File: config.mk
export PLATFORM = sky130hd
export DESIGN_NAME = fdps_regs
export DESIGN_NICKNAME = d
export VERILOG_FILES = /design/src/design/fdps_pkg.sv /design/src/design/fdps_regs.sv
export SDC_FILE = /design/constraint.sdc
export NUM_CORES = 1
export LEC_CHECK = 0
export ABC_AREA = 1
export BUFFER_PORTS_ARGS = -buffer_cell sky130_fd_sc_hd__buf_2
export CAP_MARGIN = 15
export CORE_ASPECT_RATIO = 0.5
export CORE_MARGIN = 5
export CORE_UTILIZATION = 49
export DETAILED_ROUTE_END_ITERATION = 6
export GPL_TIMING_DRIVEN = 1
export HOLD_SLACK_MARGIN = 0.15
export PLACE_DENSITY_LB_ADDON = 0.05
export SYNTH_ARGS = -nofsm -noshare
export SYNTH_HDL_FRONTEND = slang
export SYNTH_SLANG_ARGS = --single-unit
File: constraint.sdc
create_clock -name i_clk -period 2.14 [get_ports i_clk]
set_input_delay 0.214 -clock i_clk [delete_from_list [all_inputs] [get_ports i_clk]]
set_output_delay 0.214 -clock i_clk [all_outputs]
set_load 0.01 [all_outputs]
File: src/design/fdps_pkg.sv
// Package for the frequency droop power setpoint block: widths, codes,
// constants, controller states and the command/status structs. No dependencies.
package fdps_pkg;

    localparam int OP_W     = 2;
    localparam int VAL_W    = 17;
    localparam int PWR_W    = 16;
    localparam int SET_W    = 23;
    localparam int ADDR_W   = 4;
    localparam int DATA_W   = 32;
    localparam int SLOPE_W  = 13;    // buffer_length / 10
    localparam int NUM_W    = 33;    // |d| * k
    localparam int THIRDS_W = 44;    // signed sum in thirds of a hundredth
    localparam int CLAMP_W  = 25;    // clamped sum, never negative
    localparam int DIV_STEPS = 33;
    localparam int CNT_W    = 6;

    // operation codes
    localparam logic [OP_W-1:0] OP_TICK   = 2'd0;
    localparam logic [OP_W-1:0] OP_FREQ   = 2'd1;
    localparam logic [OP_W-1:0] OP_FRAMES = 2'd2;

    // register indexes (paddr[3:2])
    localparam logic [1:0] REG_DEADLINE = 2'd0;
    localparam logic [1:0] REG_MAX_PWR  = 2'd1;
    localparam logic [1:0] REG_MIN_PWR  = 2'd2;
    localparam logic [1:0] REG_BUF_LEN  = 2'd3;

    localparam logic [VAL_W-1:0] FREQ_NOMINAL  = 17'd60000;
    localparam logic [VAL_W-1:0] FRAMES_RESET  = 17'd1;

    // x / 10 = (x * 52429) >> 19, exact for 16-bit x
    localparam logic [15:0] DIV10_MUL   = 16'd52429;
    localparam int          DIV10_SHIFT = 19;
    // x / 3 = (x * 44739243) >> 27, exact for x below 2^25
    localparam logic [25:0] DIV3_MUL    = 26'd44739243;
    localparam int          DIV3_SHIFT  = 27;

    typedef enum logic [3:0] {
        ST_IDLE,
        ST_PREP,
        ST_MUL1,
        ST_MUL2,
        ST_DIV,
        ST_SUM1,
        ST_SUM2,
        ST_CLAMP,
        ST_ROUND,
        ST_DONE
    } t_state;

    typedef struct packed {
        logic accept;
        logic prep;
        logic mul1;
        logic mul2;
        logic div_step;
        logic sum1;
        logic sum2;
        logic clamp;
        logic round;
        logic load_out;
    } t_cmd;

    typedef struct packed {
        logic out_busy;
    } t_stat;

    typedef struct packed {
        logic             deadline_en;
        logic [PWR_W-1:0] max_power;
        logic [PWR_W-1:0] min_power;
        logic [PWR_W-1:0] buffer_length;
    } t_cfg;

endpackage

File: src/design/fdps_regs.sv
// APB register file of the droop setpoint block (four registers at 4*i).
// Depends on fdps_pkg.
module fdps_regs (
    input  logic                         i_clk,
    input  logic                         i_rst_n,
    input  logic                         psel,
    input  logic                         penable,
    input  logic                         pwrite,
    input  logic [fdps_pkg::ADDR_W-1:0]  paddr,
    input  logic [fdps_pkg::DATA_W-1:0]  pwdata,
    output logic [fdps_pkg::DATA_W-1:0]  prdata,
    output logic                         pready,
    output fdps_pkg::t_cfg               o_cfg
);
    import fdps_pkg::*;

    t_cfg r_cfg;

    always_ff @(posedge i_clk) begin
        if (!i_rst_n) begin
            r_cfg <= '0;
        end else if (psel && penable && pwrite) begin
            case (paddr[3:2])
                REG_DEADLINE: r_cfg.deadline_en   <= pwdata[0];
                REG_MAX_PWR:  r_cfg.max_power     <= pwdata[PWR_W-1:0];
                REG_MIN_PWR:  r_cfg.min_power     <= pwdata[PWR_W-1:0];
                REG_BUF_LEN:  r_cfg.buffer_length <= pwdata[PWR_W-1:0];
                default: ;
            endcase
        end
    end

    always_comb begin
        case (paddr[3:2])
            REG_DEADLINE: prdata = {{(DATA_W-1){1'b0}}, r_cfg.deadline_en};
            REG_MAX_PWR:  prdata = {{(DATA_W-PWR_W){1'b0}}, r_cfg.max_power};
            REG_MIN_PWR:  prdata = {{(DATA_W-PWR_W){1'b0}}, r_cfg.min_power};
            REG_BUF_LEN:  prdata = {{(DATA_W-PWR_W){1'b0}}, r_cfg.buffer_length};
            default:      prdata = '0;
        endcase
    end

    assign pready = 1'b1;
    assign o_cfg  = r_cfg;

endmodule

==> results.py <==
metrics = {
    "outcome": {
        "status": "finished, final reports clean",
    },
    "critical_path": {
        "path_class": "input pin to output pin",
        "rrSetupSlack_ns": 1.53,
        "r2r_start": "o_cfg[33]$_SDFFE_PN0P_",
        "end_kind": "output pin",
        "timing.rr.end": "o_cfg[33]$_SDFFE_PN0P_",
        "cp.arrival_ns": 1.28,
        "crit_fanout": 16,
        "r2r_cells": 2,
        "critPathLaunchType": "input pin",
        "cp.required_ns": 1.93,
    },
    "yosys": {
        "synth_edf_count": 0,
        "synthTopCellsByArea": "dfxtp_1 (40%), nand2_1 (15%), nor2_1 (15%)",
        "yosys.area.top_type": "dfxtp_1",
        "synthDistinctLibCells": 16,
        "synthArstFlopShare_pct": 0,
        "yosysWarnings": 0,
        "ys_seq_area_share_pct": 39.7,
        "synth_common_cells": "nand2_1 (102), nor2_1 (99), nand3_1 (64), dfxtp_1 (49), buf_4 (23)",
        "synth_most_common_cell": "nand2_1",
        "syn_avg_cell_area_sq_um": 6.46,
        "yosysTopAreaCellShare_pct": 39.7,
        "ys.flop_type": "dfxtp_1",
        "synth_seq_cells": 49,
        "syn-cell-area_sq_um": 2470,
        "synthCells": 383,
    },
    "timing": {
        "worst_clock_skew_ns": 0,
        "fin_crit_sh_pct": 69.7,
        "setup_viol": 0,
        "fin_tns_setup_ns": 0,
        "drv_slew": 0,
        "worstMarginPinSlew_ns": 0.877,
        "setup_slack_ns": 0.647,
        "max_slew_margin_pct": 41.6,
        "max_clock_freq_ghz": 0.670,
        "rsz0062_at_grt": "no",
        "period_minus_slack_ns": 1.49,
        "finalHoldViolCount": 0,
    },
    "clock_tree": {
        "cts_buffers": 5,
        "cts_root_buf": "clkbuf_8",
        "clk_latency_ns": 0.29,
        "postCtsHoldBufs": 0,
        "post_cts_buffers": 0,
        "cts_resized": 0,
        "htree_levels": 2,
        "clock_sinks": 49,
        "clk_pin_slew_worst_paths_ns": 0.09,
        "clock_path_buffers": 2,
        "tritoncts": "yes",
    },
    "final_layout": {
        "finalNetCount": 501,
        "multiInputGateArea_sq_um": 1210,
        "post-route-util_pct": 59.9,
        "n_antenna_cell": 0,
        "layout-drive-gt1-share_pct": 23.6,
        "fin_area_sq_um": 2940,
        "syn_to_final_growth_pct": 18.9,
        "largest_register_ffs": 49,
        "fillers": 482,
        "seqCellArea_sq_um": 981,
    },
    "pwr": {
        "power_density_nw_per_um2": 578,
        "internal-power_mw": 1.24,
        "p_total_mw": 1.70,
        "max-vdd-ir-drop_mv": 0.347,
        "clkPwrFrac_pct": 30.7,
        "p_switching_mw": 0.463,
        "combPwrFrac_pct": 13.7,
        "p_sw_share_pct": 27.3,
        "power.share.sequential_pct": 55.6,
        "p_leak_nw": 1.55,
    },
    "min_path": {
        "hold_path_class": "input pin to register",
        "holdPathEnd": "o_cfg[42]$_SDFFE_PN0P_",
        "whs_path_depth": 5,
        "hp-start": "pwdata[10]",
    },
    "floorplan": {
        "start_util_pct": 50.4,
        "std_cell_rows": 18,
        "coreArea_sq_um": 4910,
        "die_area_sq_um": 6660,
        "io_pins": 123,
        "die_w_um": 110,
        "die_h_um": 60.2,
    },
    "placed_design": {
        "place.gp.congestion": 0.748,
        "place.port_buffers": 87,
        "hpwl_um": 4340,
        "place_ws_ns": 0.634,
        "place_area_sq_um": 2860,
    },
    "global_routing": {
        "overflow": 0,
        "antenna_found_initial": 0,
        "grt.total_usage_pct": 18.8,
        "grt_max_degree": 50,
        "grt_pass1_wl_um": 10300,
        "grt_pass1_vias": 2302,
    },
    "flow_run": {
        "maxCapViolations": 0,
    },
    "routing": {
        "ant_nets": 0,
        "drc_errors": 0,
        "firstDrtPassIters": 4,
        "vias": 2533,
        "routedWlPerCell_um": 11.7,
        "routed_wirelength_um": 6230,
        "via_per_inst": 4.77,
        "drt_iter0_drc": 83,
    },
}
metrics by stage:
stage / instances / hold WS, ns
after floorplan: 398 / 0.457
after global placement: 523 / 0.484
after detailed placement: 523 / 0.488
after CTS: 531 / 0.261
after global routing: 531 / 0.282
final: 531 / 0.262
cell usage in the layout (no fill, tap or decap):
| master | synthesis | final |
|---|---|---|
| a21oi_1 | 1 | 1 |
| buf_12 | 0 | 1 |
| buf_2 | 10 | 87 |
| buf_4 | 23 | 6 |
| clkbuf_1 | 0 | 1 |
| clkbuf_8 | 0 | 5 |
| clkinv_2 | 0 | 2 |
| conb_1 | 2 | 17 |
| dfxtp_1 | 49 | 49 |
| inv_1 | 19 | 19 |
| inv_2 | 1 | 1 |
| nand2_1 | 102 | 102 |
| nand3_1 | 64 | 64 |
| nand3_2 | 1 | 1 |
| nand4_1 | 1 | 1 |
| nor2_1 | 99 | 98 |
| nor2_2 | 2 | 2 |
| nor2_4 | 3 | 4 |
power groups by stage:
| stage | clock [mW] | combinational, mW | sequential (mW) |
|---|---|---|---|
| after floorplan | 0 | 0.169 | 0.975 |
| after global placement | 0 | 0.229 | 0.966 |
| after detailed placement | 0 | 0.233 | 0.967 |
| after CTS | 0.534 | 0.234 | 0.946 |
| after global routing | 0.570 | 0.262 | 0.949 |
| final | 0.522 | 0.232 | 0.946 |
per-layer routing:
layer | track usage (%) | vias to the layer above | wire length (um)
met3 | 5.86 | 4 | 563
met2 | 34.6 | 95 | 2910
li1 | - | 1302 | -
met1 | 22.4 | 1132 | 2730
met5 | 0 | - | 0
met4 | 3.51 | 0 | 27
worst max path at each step:
stage	slack, ns	startpoint	cells after the start	to
final	0.65	paddr[3]	7	prdata[1]
after global routing	0.53	paddr[3]	7	prdata[1]
after CTS	0.63	paddr[3]	7	prdata[1]
after detailed placement	0.63	paddr[3]	7	prdata[1]
after global placement	0.65	paddr[3]	7	prdata[1]
after floorplan	1.16	paddr[3]	5	prdata[10]
critical path: stages:
cell and delay [ns]:
buf_2 0.13, inv_1 0.07, nor2_2 0.29, buf_4 0.29
nand2_1 0.07, nand3_1 0.09, buf_2 0.13
layout make-up:
cell class,instances,area share [%]
clock buffers,6,2.47
clock inverters,2,0.340
inverters,20,2.55
multi-input cells,290,41.3
flip-flops and latches,49,33.4
well taps,70,2.98
repair buffers,94,17.0
cell families after synthesis:
family / Yosys count / share of synthesized area [%]
simple gates: 272 / 46.0
buf+inv: 59 / 13.9
flops: 49 / 39.7
other cells: 2 / 0.304
compound gates: 1 / 0.202
No activity file was read; power rests on OpenSTA's default activity.
