===== config.mk =====
export PLATFORM = sky130hd
export DESIGN_NAME = fdps_ctrl
export DESIGN_NICKNAME = d
export VERILOG_FILES = /design/src/design/fdps_pkg.sv /design/src/design/fdps_ctrl.sv
export SDC_FILE = /design/constraint.sdc
export NUM_CORES = 1
export LEC_CHECK = 0
export BUFFER_PORTS_ARGS = -buffer_cell sky130_fd_sc_hd__buf_2
export CAP_MARGIN = 15
export CORE_MARGIN = 1.5
export CORE_UTILIZATION = 42
export CTS_CLUSTER_SIZE = 30
export DETAILED_ROUTE_END_ITERATION = 8
export PLACE_DENSITY = 0.65
export SLEW_MARGIN = 20
export SYNTH_ARGS = -nofsm -noshare
export SYNTH_HDL_FRONTEND = slang
export SYNTH_SLANG_ARGS = --single-unit

===== constraint.sdc =====
create_clock -name i_clk -period 2.16 [get_ports i_clk]
set_clock_uncertainty 0.05 [all_clocks]
set_input_delay 0.432 -clock i_clk [delete_from_list [all_inputs] [get_ports i_clk]]
set_output_delay 0.432 -clock i_clk [all_outputs]
set_load 0.01 [all_outputs]

===== src/design/fdps_pkg.sv =====
// Package for the frequency droop power setpoint block: widths, codes,
// constants, controller states and the command/status structs. No dependencies.
package fdps_pkg;

    localparam int OP_W     = 2;
    localparam int VAL_W    = 17;
    localparam int PWR_W    = 16;
    localparam int SET_W    = 23;
    localparam int ADDR_W   = 4;
    localparam int DATA_W   = 32;
    localparam int SLOPE_W  = 13;    // buffer_length / 10
    localparam int NUM_W    = 33;    // |d| * k
    localparam int THIRDS_W = 44;    // signed sum in thirds of a hundredth
    localparam int CLAMP_W  = 25;    // clamped sum, never negative
    localparam int DIV_STEPS = 33;
    localparam int CNT_W    = 6;

    // operation codes
    localparam logic [OP_W-1:0] OP_TICK   = 2'd0;
    localparam logic [OP_W-1:0] OP_FREQ   = 2'd1;
    localparam logic [OP_W-1:0] OP_FRAMES = 2'd2;

    // register indexes (paddr[3:2])
    localparam logic [1:0] REG_DEADLINE = 2'd0;
    localparam logic [1:0] REG_MAX_PWR  = 2'd1;
    localparam logic [1:0] REG_MIN_PWR  = 2'd2;
    localparam logic [1:0] REG_BUF_LEN  = 2'd3;

    localparam logic [VAL_W-1:0] FREQ_NOMINAL  = 17'd60000;
    localparam logic [VAL_W-1:0] FRAMES_RESET  = 17'd1;

    // x / 10 = (x * 52429) >> 19, exact for 16-bit x
    localparam logic [15:0] DIV10_MUL   = 16'd52429;
    localparam int          DIV10_SHIFT = 19;
    // x / 3 = (x * 44739243) >> 27, exact for x below 2^25
    localparam logic [25:0] DIV3_MUL    = 26'd44739243;
    localparam int          DIV3_SHIFT  = 27;

    typedef enum logic [3:0] {
        ST_IDLE,
        ST_PREP,
        ST_MUL1,
        ST_MUL2,
        ST_DIV,
        ST_SUM1,
        ST_SUM2,
        ST_CLAMP,
        ST_ROUND,
        ST_DONE
    } t_state;

    typedef struct packed {
        logic accept;
        logic prep;
        logic mul1;
        logic mul2;
        logic div_step;
        logic sum1;
        logic sum2;
        logic clamp;
        logic round;
        logic load_out;
    } t_cmd;

    typedef struct packed {
        logic out_busy;
    } t_stat;

    typedef struct packed {
        logic             deadline_en;
        logic [PWR_W-1:0] max_power;
        logic [PWR_W-1:0] min_power;
        logic [PWR_W-1:0] buffer_length;
    } t_cfg;

endpackage


===== src/design/fdps_ctrl.sv =====
// Sequencer of the droop setpoint block: steps the datapath through one item.
// Depends on fdps_pkg.
module fdps_ctrl (
    input  logic            i_clk,
    input  logic            i_rst_n,
    input  logic            i_valid,
    input  fdps_pkg::t_stat i_stat,
    output logic            o_in_ready,
    output fdps_pkg::t_cmd  o_cmd
);
    import fdps_pkg::*;

    t_state           r_state, n_state;
    logic [CNT_W-1:0] r_cnt, n_cnt;

    always_ff @(posedge i_clk) begin
        if (!i_rst_n) begin
            r_state <= ST_IDLE;
            r_cnt   <= '0;
        end else begin
            r_state <= n_state;
            r_cnt   <= n_cnt;
        end
    end

    always_comb begin
        n_state = r_state;
        n_cnt   = r_cnt;
        o_cmd   = '0;
        case (r_state)
            ST_IDLE: begin
                if (i_valid) begin
                    o_cmd.accept = 1'b1;
                    n_state      = ST_PREP;
                end
            end
            ST_PREP: begin
                o_cmd.prep = 1'b1;
                n_state    = ST_MUL1;
            end
            ST_MUL1: begin
                o_cmd.mul1 = 1'b1;
                n_state    = ST_MUL2;
            end
            ST_MUL2: begin
                o_cmd.mul2 = 1'b1;
                n_cnt      = '0;
                n_state    = ST_DIV;
            end
            ST_DIV: begin
                o_cmd.div_step = 1'b1;
                n_cnt          = r_cnt + 1'b1;
                if (r_cnt == CNT_W'(DIV_STEPS - 1)) begin
                    n_state = ST_SUM1;
                end
            end
            ST_SUM1: begin
                o_cmd.sum1 = 1'b1;
                n_state    = ST_SUM2;
            end
            ST_SUM2: begin
                o_cmd.sum2 = 1'b1;
                n_state    = ST_CLAMP;
            end
            ST_CLAMP: begin
                o_cmd.clamp = 1'b1;
                n_state     = ST_ROUND;
            end
            ST_ROUND: begin
                o_cmd.round = 1'b1;
                n_state     = ST_DONE;
            end
            ST_DONE: begin
                // wait for the output register to free up
                if (!i_stat.out_busy) begin
                    o_cmd.load_out = 1'b1;
                    n_state        = ST_IDLE;
                end
            end
            default: begin
                n_state = ST_IDLE;
            end
        endcase
    end

    assign o_in_ready = (r_state == ST_IDLE);

endmodule


==> impl_metrics.yaml, run 1 <==
outcome:
  status: "complete, no violations"
synth:
  synth_top_area_frac: 0.326
  yosys-top-cells-count: "10 x dfxtp_1, 7 x nand2_1, 7 x nor2_1"
  async_flop_share: 0
  syn_area_per_cell_sq_um: 8.08
  synth_area_leader_cell: "dfxtp_1"
  synth_cells: 76
  synth_cell_types: 33
  synth.most_common_cell: "dfxtp_1"
  synth_edf_count: 0
  synth_warnings: 0
  ys_ff_latch: 10
  synthesis.area_sq_um: 614
  synth_area_leaders: "dfxtp_1 33%, mux2i_1 4.9%, nor3_1 4.9%"
  synth.yosys.seq_area_share: 0.326
  ys.flop_type: "dfxtp_1"
  synth_nets: 82
die:
  start_util: 0.461
  core.rowCount: 13
  io_pins: 15
  dieArea_sq_mm: 0.00170
  fp.dieH_um: 41.2
  core_sq_mm: 0.00133
  dieWidth_um: 41.2
detailed_routing:
  drc: 0
  drt_pass1_iterations: 4
  drt_iter0_drc: 15
  antenna_left: 0
  route.detailed.wl_per_inst_um: 11.9
  routed_wl_um: 1250
  viasPerCell: 5.52
  dr_total_vias: 580
grt:
  grt_use_total: 0.181
  grt_pass1_vias: 420
  grt_max_degree: 12
  grt_pass1_wl_um: 1880
  overflow: 0
  antenna_found_initial: 0
power:
  power.total_w: 0.000593
  switching_share: 0.339
  p_int_w: 0.000392
  switching_power_w: 0.000201
  seq_power_share: 0.388
  p_leak_nw: 0.315
  power.share.clock: 0.290
  combPwrFrac: 0.322
  vdd_drop_max_mv: 0.517
  power_density_mw_per_mm2: 821
clock_tree:
  post_cts_buffers: 0
  cts_num_sinks: 10
  clk_path_buf_depth: 2
  cts_buffers: 3
  cts_tree: "yes"
  cts_hold_buf: 0
  cts.htree.levels: 1
  cts-root-buf: "clkbuf_4"
  clkLatencyLatePin_ns: 0.27
  cts.clk_slew.worst_paths_ns: 0.07
cells_and_area:
  num-fill-cells: 131
  instances_no_fill: 105
  finalNetCount: 97
  area_delta_synth_final_pct: 17.5
  drive_gt1_frac: 0.244
  finish.instance_area_sq_um: 722
  diodes: 0
place:
  place_area_sq_um: 681
  io_buffer_count: 14
  placedCellCount: 101
  dp_hpwl_um: 912
  gp_congestion: 0.761
critical_path:
  path_cells: "or4b_4 -> clkinvlp_4 -> buf_2"
  reg2reg_depth: 3
  cpMaxStageDelayCell: "or4b_4"
  timing.rr.end: "r_cnt[5]"
  cpPeakStageDelay_ns: 0.61
  path_class: "register to primary output"
  regToRegStartpoint: "r_state[3]"
  end_kind: "primary output"
  cp_data_arrival_time_ns: 1.56
  regToRegSetupSlack_ns: 0.38
  required_ns: 1.68
  start_kind: "register"
  path_max_fanout: 11
timing:
  slew_headroom: 0.787
  fin_crit_sh: 0.946
  grt_setup_unrepaired: "no"
  maxSlewViolCount: 0
  tightestPinTransition_ns: 0.319
  hold_slack_ns: 0.418
  min_period_ns: 2.04
  fin_setup_tns_ns: 0
  setup_viol: 0
  fmax_mhz: 489
  finalHoldViolCount: 0
worst_hold_path:
  worstHoldPathType: "input pin to register"
  hold_path_end: "r_state[3]"
  whs_path_depth: 2
  hp-start: "i_rst_n"
job:
  drv_cap: 0
==> logic make-up after synthesis <==
kind of cell    Yosys count  synth area share
simple gates             40             0.373
compound gates           11             0.124
xor+xnor                  1            0.0143
mux                       3            0.0489
fa+ha+maj                 2            0.0407
flops                    10             0.326
buf+inv                   9            0.0733
==> worst max-delay path: cells and delay by family (launching register included) <==
kind | cells | cell delay [ns]
buf+inv | 2 | 0.28
flops | 1 | 0.39
simple gates | 1 | 0.61
==> what timing repair did <==
item	4_1_cts	5_1_grt
setup endpoints to repair	0	1
endpoints found under the hold margin	0	0
gates resized for setup	0	2
==> worst max-delay path by stage <==
stage                from  endpoint  slack [ns]
3_3_place_gp   r_state[2]  o_cmd[5]        0.38
6_report       r_state[3]  o_cmd[5]        0.12
3_5_place_dp   r_state[2]  o_cmd[5]        0.35
5_1_grt        r_state[3]  o_cmd[5]        0.05
2_1_floorplan  r_state[3]  o_cmd[9]        0.46
4_1_cts        r_state[2]  o_cmd[5]        0.05
==> sequential cells by signal, indices dropped and copies added, names as in the netlist <==
register,cells
r_cnt,6
r_state,4
==> power groups by stage <==
stage               logic [W]  clock network [W]  registers, W
CTS                  0.000189           0.000177      0.000229
detailed placement   0.000189                  0      0.000233
global route         0.000211           0.000187      0.000234
floorplan            0.000157                  0      0.000214
finish               0.000191           0.000172      0.000230
global placement     0.000189                  0      0.000232
==> cell usage in the layout (no fill, tap or decap), drive strengths merged, types with 3 or more instances in the layout <==
| cell type | instances |
|---|---|
| a21boi | 3 |
| inv | 3 |
| mux2i | 3 |
| nand2b | 3 |
| nor3 | 6 |
| dfxtp | 10 |
| and2 | 3 |
| nor2 | 7 |
| clkbuf | 4 |
| nand2 | 7 |
| buf | 15 |
==> routing by layer <==
layer,part of all wire,global-route usage,vias up
met5,0,0,-
met4,0.026,0.121,0
met3,0.062,0.0815,4
met2,0.43,0.223,18
met1,0.48,0.244,261
li1,-,-,297
==> final cells by class <==
| type | instances | area (sq um) | area share |
|---|---|---|---|
| tap | 15 | 18.8 | 0.0260 |
| timing repair buffer | 15 | 77.6 | 0.107 |
| multi-input combinational | 57 | 369 | 0.511 |
| inverter | 4 | 18.8 | 0.0260 |
| sequential | 10 | 201 | 0.279 |
| clock buffer | 4 | 36.3 | 0.0503 |
==> through the flow <==
| step | setup WS (ns) | utilization |
|---|---|---|
| 6_report | 0.116 | 0.541 |
| 5_1_grt | 0.0500 | 0.541 |
| 4_1_cts | 0.0459 | 0.538 |
| 3_5_place_dp | 0.346 | 0.510 |
| 3_3_place_gp | 0.380 | 0.510 |
| 2_1_floorplan | 0.458 | - |
Power figures use the tool's default switching activity.
==> run 2, diff against run 1 <==
- CORE_MARGIN: 1.5 -> default
- REMOVE_ABC_BUFFERS: default -> 1
- clock period: 2.16 -> 2.2 ns (I/O delays scaled with it)
==> impl_metrics.yaml, run 2 (synthesis gave the netlist of run 1 again) <==
die:
  dieWidth_um: 40.2
  dieArea_sq_mm: 0.00162
  io_pins: 15
  fp.dieH_um: 40.2
  core_sq_mm: 0.00133
  start_util: 0.461
  core.rowCount: 13
critical_path:
  reg2reg_depth: 3
  cp.buffers_inverters: 2
  required_ns: 1.71
  path_max_fanout: 11
  cp-startpoint: "r_state[3]"
  regToRegStartpoint: "r_state[3]"
  end_kind: "primary output"
  cp_data_arrival_time_ns: 1.60
  cpPeakStageDelay_ns: 0.60
  cpMaxStageDelayCell: "or4b_4"
  path_cells: "or4b_4 -> inv_1 -> buf_2"
  timing.rr.end: "r_cnt[5]"
  cpLargestDelayFamily: "simple AND/OR/NAND/NOR gates"
  path_class: "register to primary output"
  start_kind: "register"
  regToRegSetupSlack_ns: 0.41
  cp.depth: 3
clock_tree:
  cts_buffers: 3
  cts-root-buf: "clkbuf_4"
  cts.htree.levels: 1
  post_cts_buffers: 0
  cts_num_sinks: 10
  cts.clk_slew.worst_paths_ns: 0.06
  cts_tree: "yes"
  clk_path_buf_depth: 2
  clkLatencyLatePin_ns: 0.26
power:
  power_density_mw_per_mm2: 788
  vdd_drop_max_mv: 0.497
  power.total_w: 0.000560
  p_leak_nw: 0.320
detailed_routing:
  met1Wirelength_um: 586
  antenna_left: 0
  drt_pass1_iterations: 4
  route.detailed.wl_per_inst_um: 11.7
  met3_wirelength_um: 42
  drt_iter0_drc: 8
  dr_total_vias: 566
  drc: 0
  viasPerCell: 5.44
  dr.max_layer_used: "met3"
  routed_wl_um: 1220
  wl_met2_um: 591
job:
  drv_cap: 0
grt:
  grt_use_total: 0.183
  grt_pass1_vias: 420
  grt_max_degree: 13
  overflow: 0
  grt_pass1_wl_um: 1880
  antenna_found_initial: 0
place:
  dp_hpwl_um: 858
  placedCellCount: 100
  io_buffer_count: 14
  gp_congestion: 0.817
timing:
  grt_setup_unrepaired: "no"
  fmax_mhz: 477
  fin_crit_sh: 0.952
  tightestPinTransition_ns: 0.348
  finalHoldViolCount: 0
  maxSlewViolCount: 0
  fin_setup_tns_ns: 0
  min_period_ns: 2.09
  slew_headroom: 0.765
  setup_viol: 0
worst_hold_path:
  worstHoldPathType: "input pin to register"
  hold_path_end: "r_state[3]"
  hp-start: "i_rst_n"
  whs_path_depth: 2
cells_and_area:
  layout_common_cells: "14 x buf_2, 9 x dfxtp_1, 7 x nand2_1, 7 x nor2_1, 6 x nor3_1"
  diodes: 0
  reg_top3: "r_cnt x6, r_state x4"
  area_delta_synth_final_pct: 15.7
  multi_input_area_sq_um: 369
  regArea_sq_um: 201
  largest-register: "r_cnt"
  instances_no_fill: 104
  final_common_cell: "buf_2"
  largest_register_ffs: 6
  drive_gt1_frac: 0.225
  finalNetCount: 96
  num-fill-cells: 140
outcome:
  status: "complete, no violations"
-- run 2: worst max path at each step --
stage | endpoint | slack, ns
finish | o_cmd[5] | 0.11
global route | o_cmd[5] | 0.02
CTS | o_cmd[5] | 0.07
detailed placement | o_cmd[5] | 0.37
global placement | o_cmd[5] | 0.38
floorplan | r_cnt[3] | 0.52
-- run 2: cell type report --
| cell class | count | area share |
|---|---|---|
| multi-input cells | 57 | 0.519 |
| well taps | 15 | 0.0264 |
| inverters | 4 | 0.0211 |
| clock buffers | 4 | 0.0511 |
| repair buffers | 14 | 0.0986 |
| flip-flops and latches | 10 | 0.283 |
-- run 2: power breakdown --
group	internal, W	total, W	switching [W]
Clock	0.000100	0.000162	0.0000613
Sequential	0.000199	0.000238	0.0000387
Combinational	0.0000759	0.000161	0.0000847
Total	0.000375	0.000560	0.000185
-- run 2: what timing repair did --
| action | CTS | global route |
|---|---|---|
| hold buffers | 0 | 0 |
| gates resized for setup | 0 | 1 |
| endpoints found under the setup margin | 0 | 1 |
-- run 2: worst register-to-register path, delay by kind of cell (launching register included) --
kind / cells / cell delay [ns]
DFF: 1 / 0.40
AOI/OAI and AO/OA: 1 / 0.15
and+or+nand+nor: 2 / 1.13
-- run 2: metrics by stage --
stage / hold WS, ns / instance area [sq um] / util / setup slack (ns)
6_report: 0.439 / 711 / 0.533 / 0.106
3_3_place_gp: 0.456 / 673 / 0.505 / 0.377
5_1_grt: 0.438 / 711 / 0.533 / 0.0169
3_5_place_dp: 0.464 / 673 / 0.505 / 0.370
2_1_floorplan: 0.419 / 584 / - / 0.518
4_1_cts: 0.435 / 709 / 0.532 / 0.0737
-- run 2: layer usage --
layer | vias to the layer above | global-route usage
met3 | 0 | 0.0833
met2 | 10 | 0.278
met1 | 260 | 0.242
met5 | - | 0
met4 | 0 | 0.0250
li1 | 296 | -
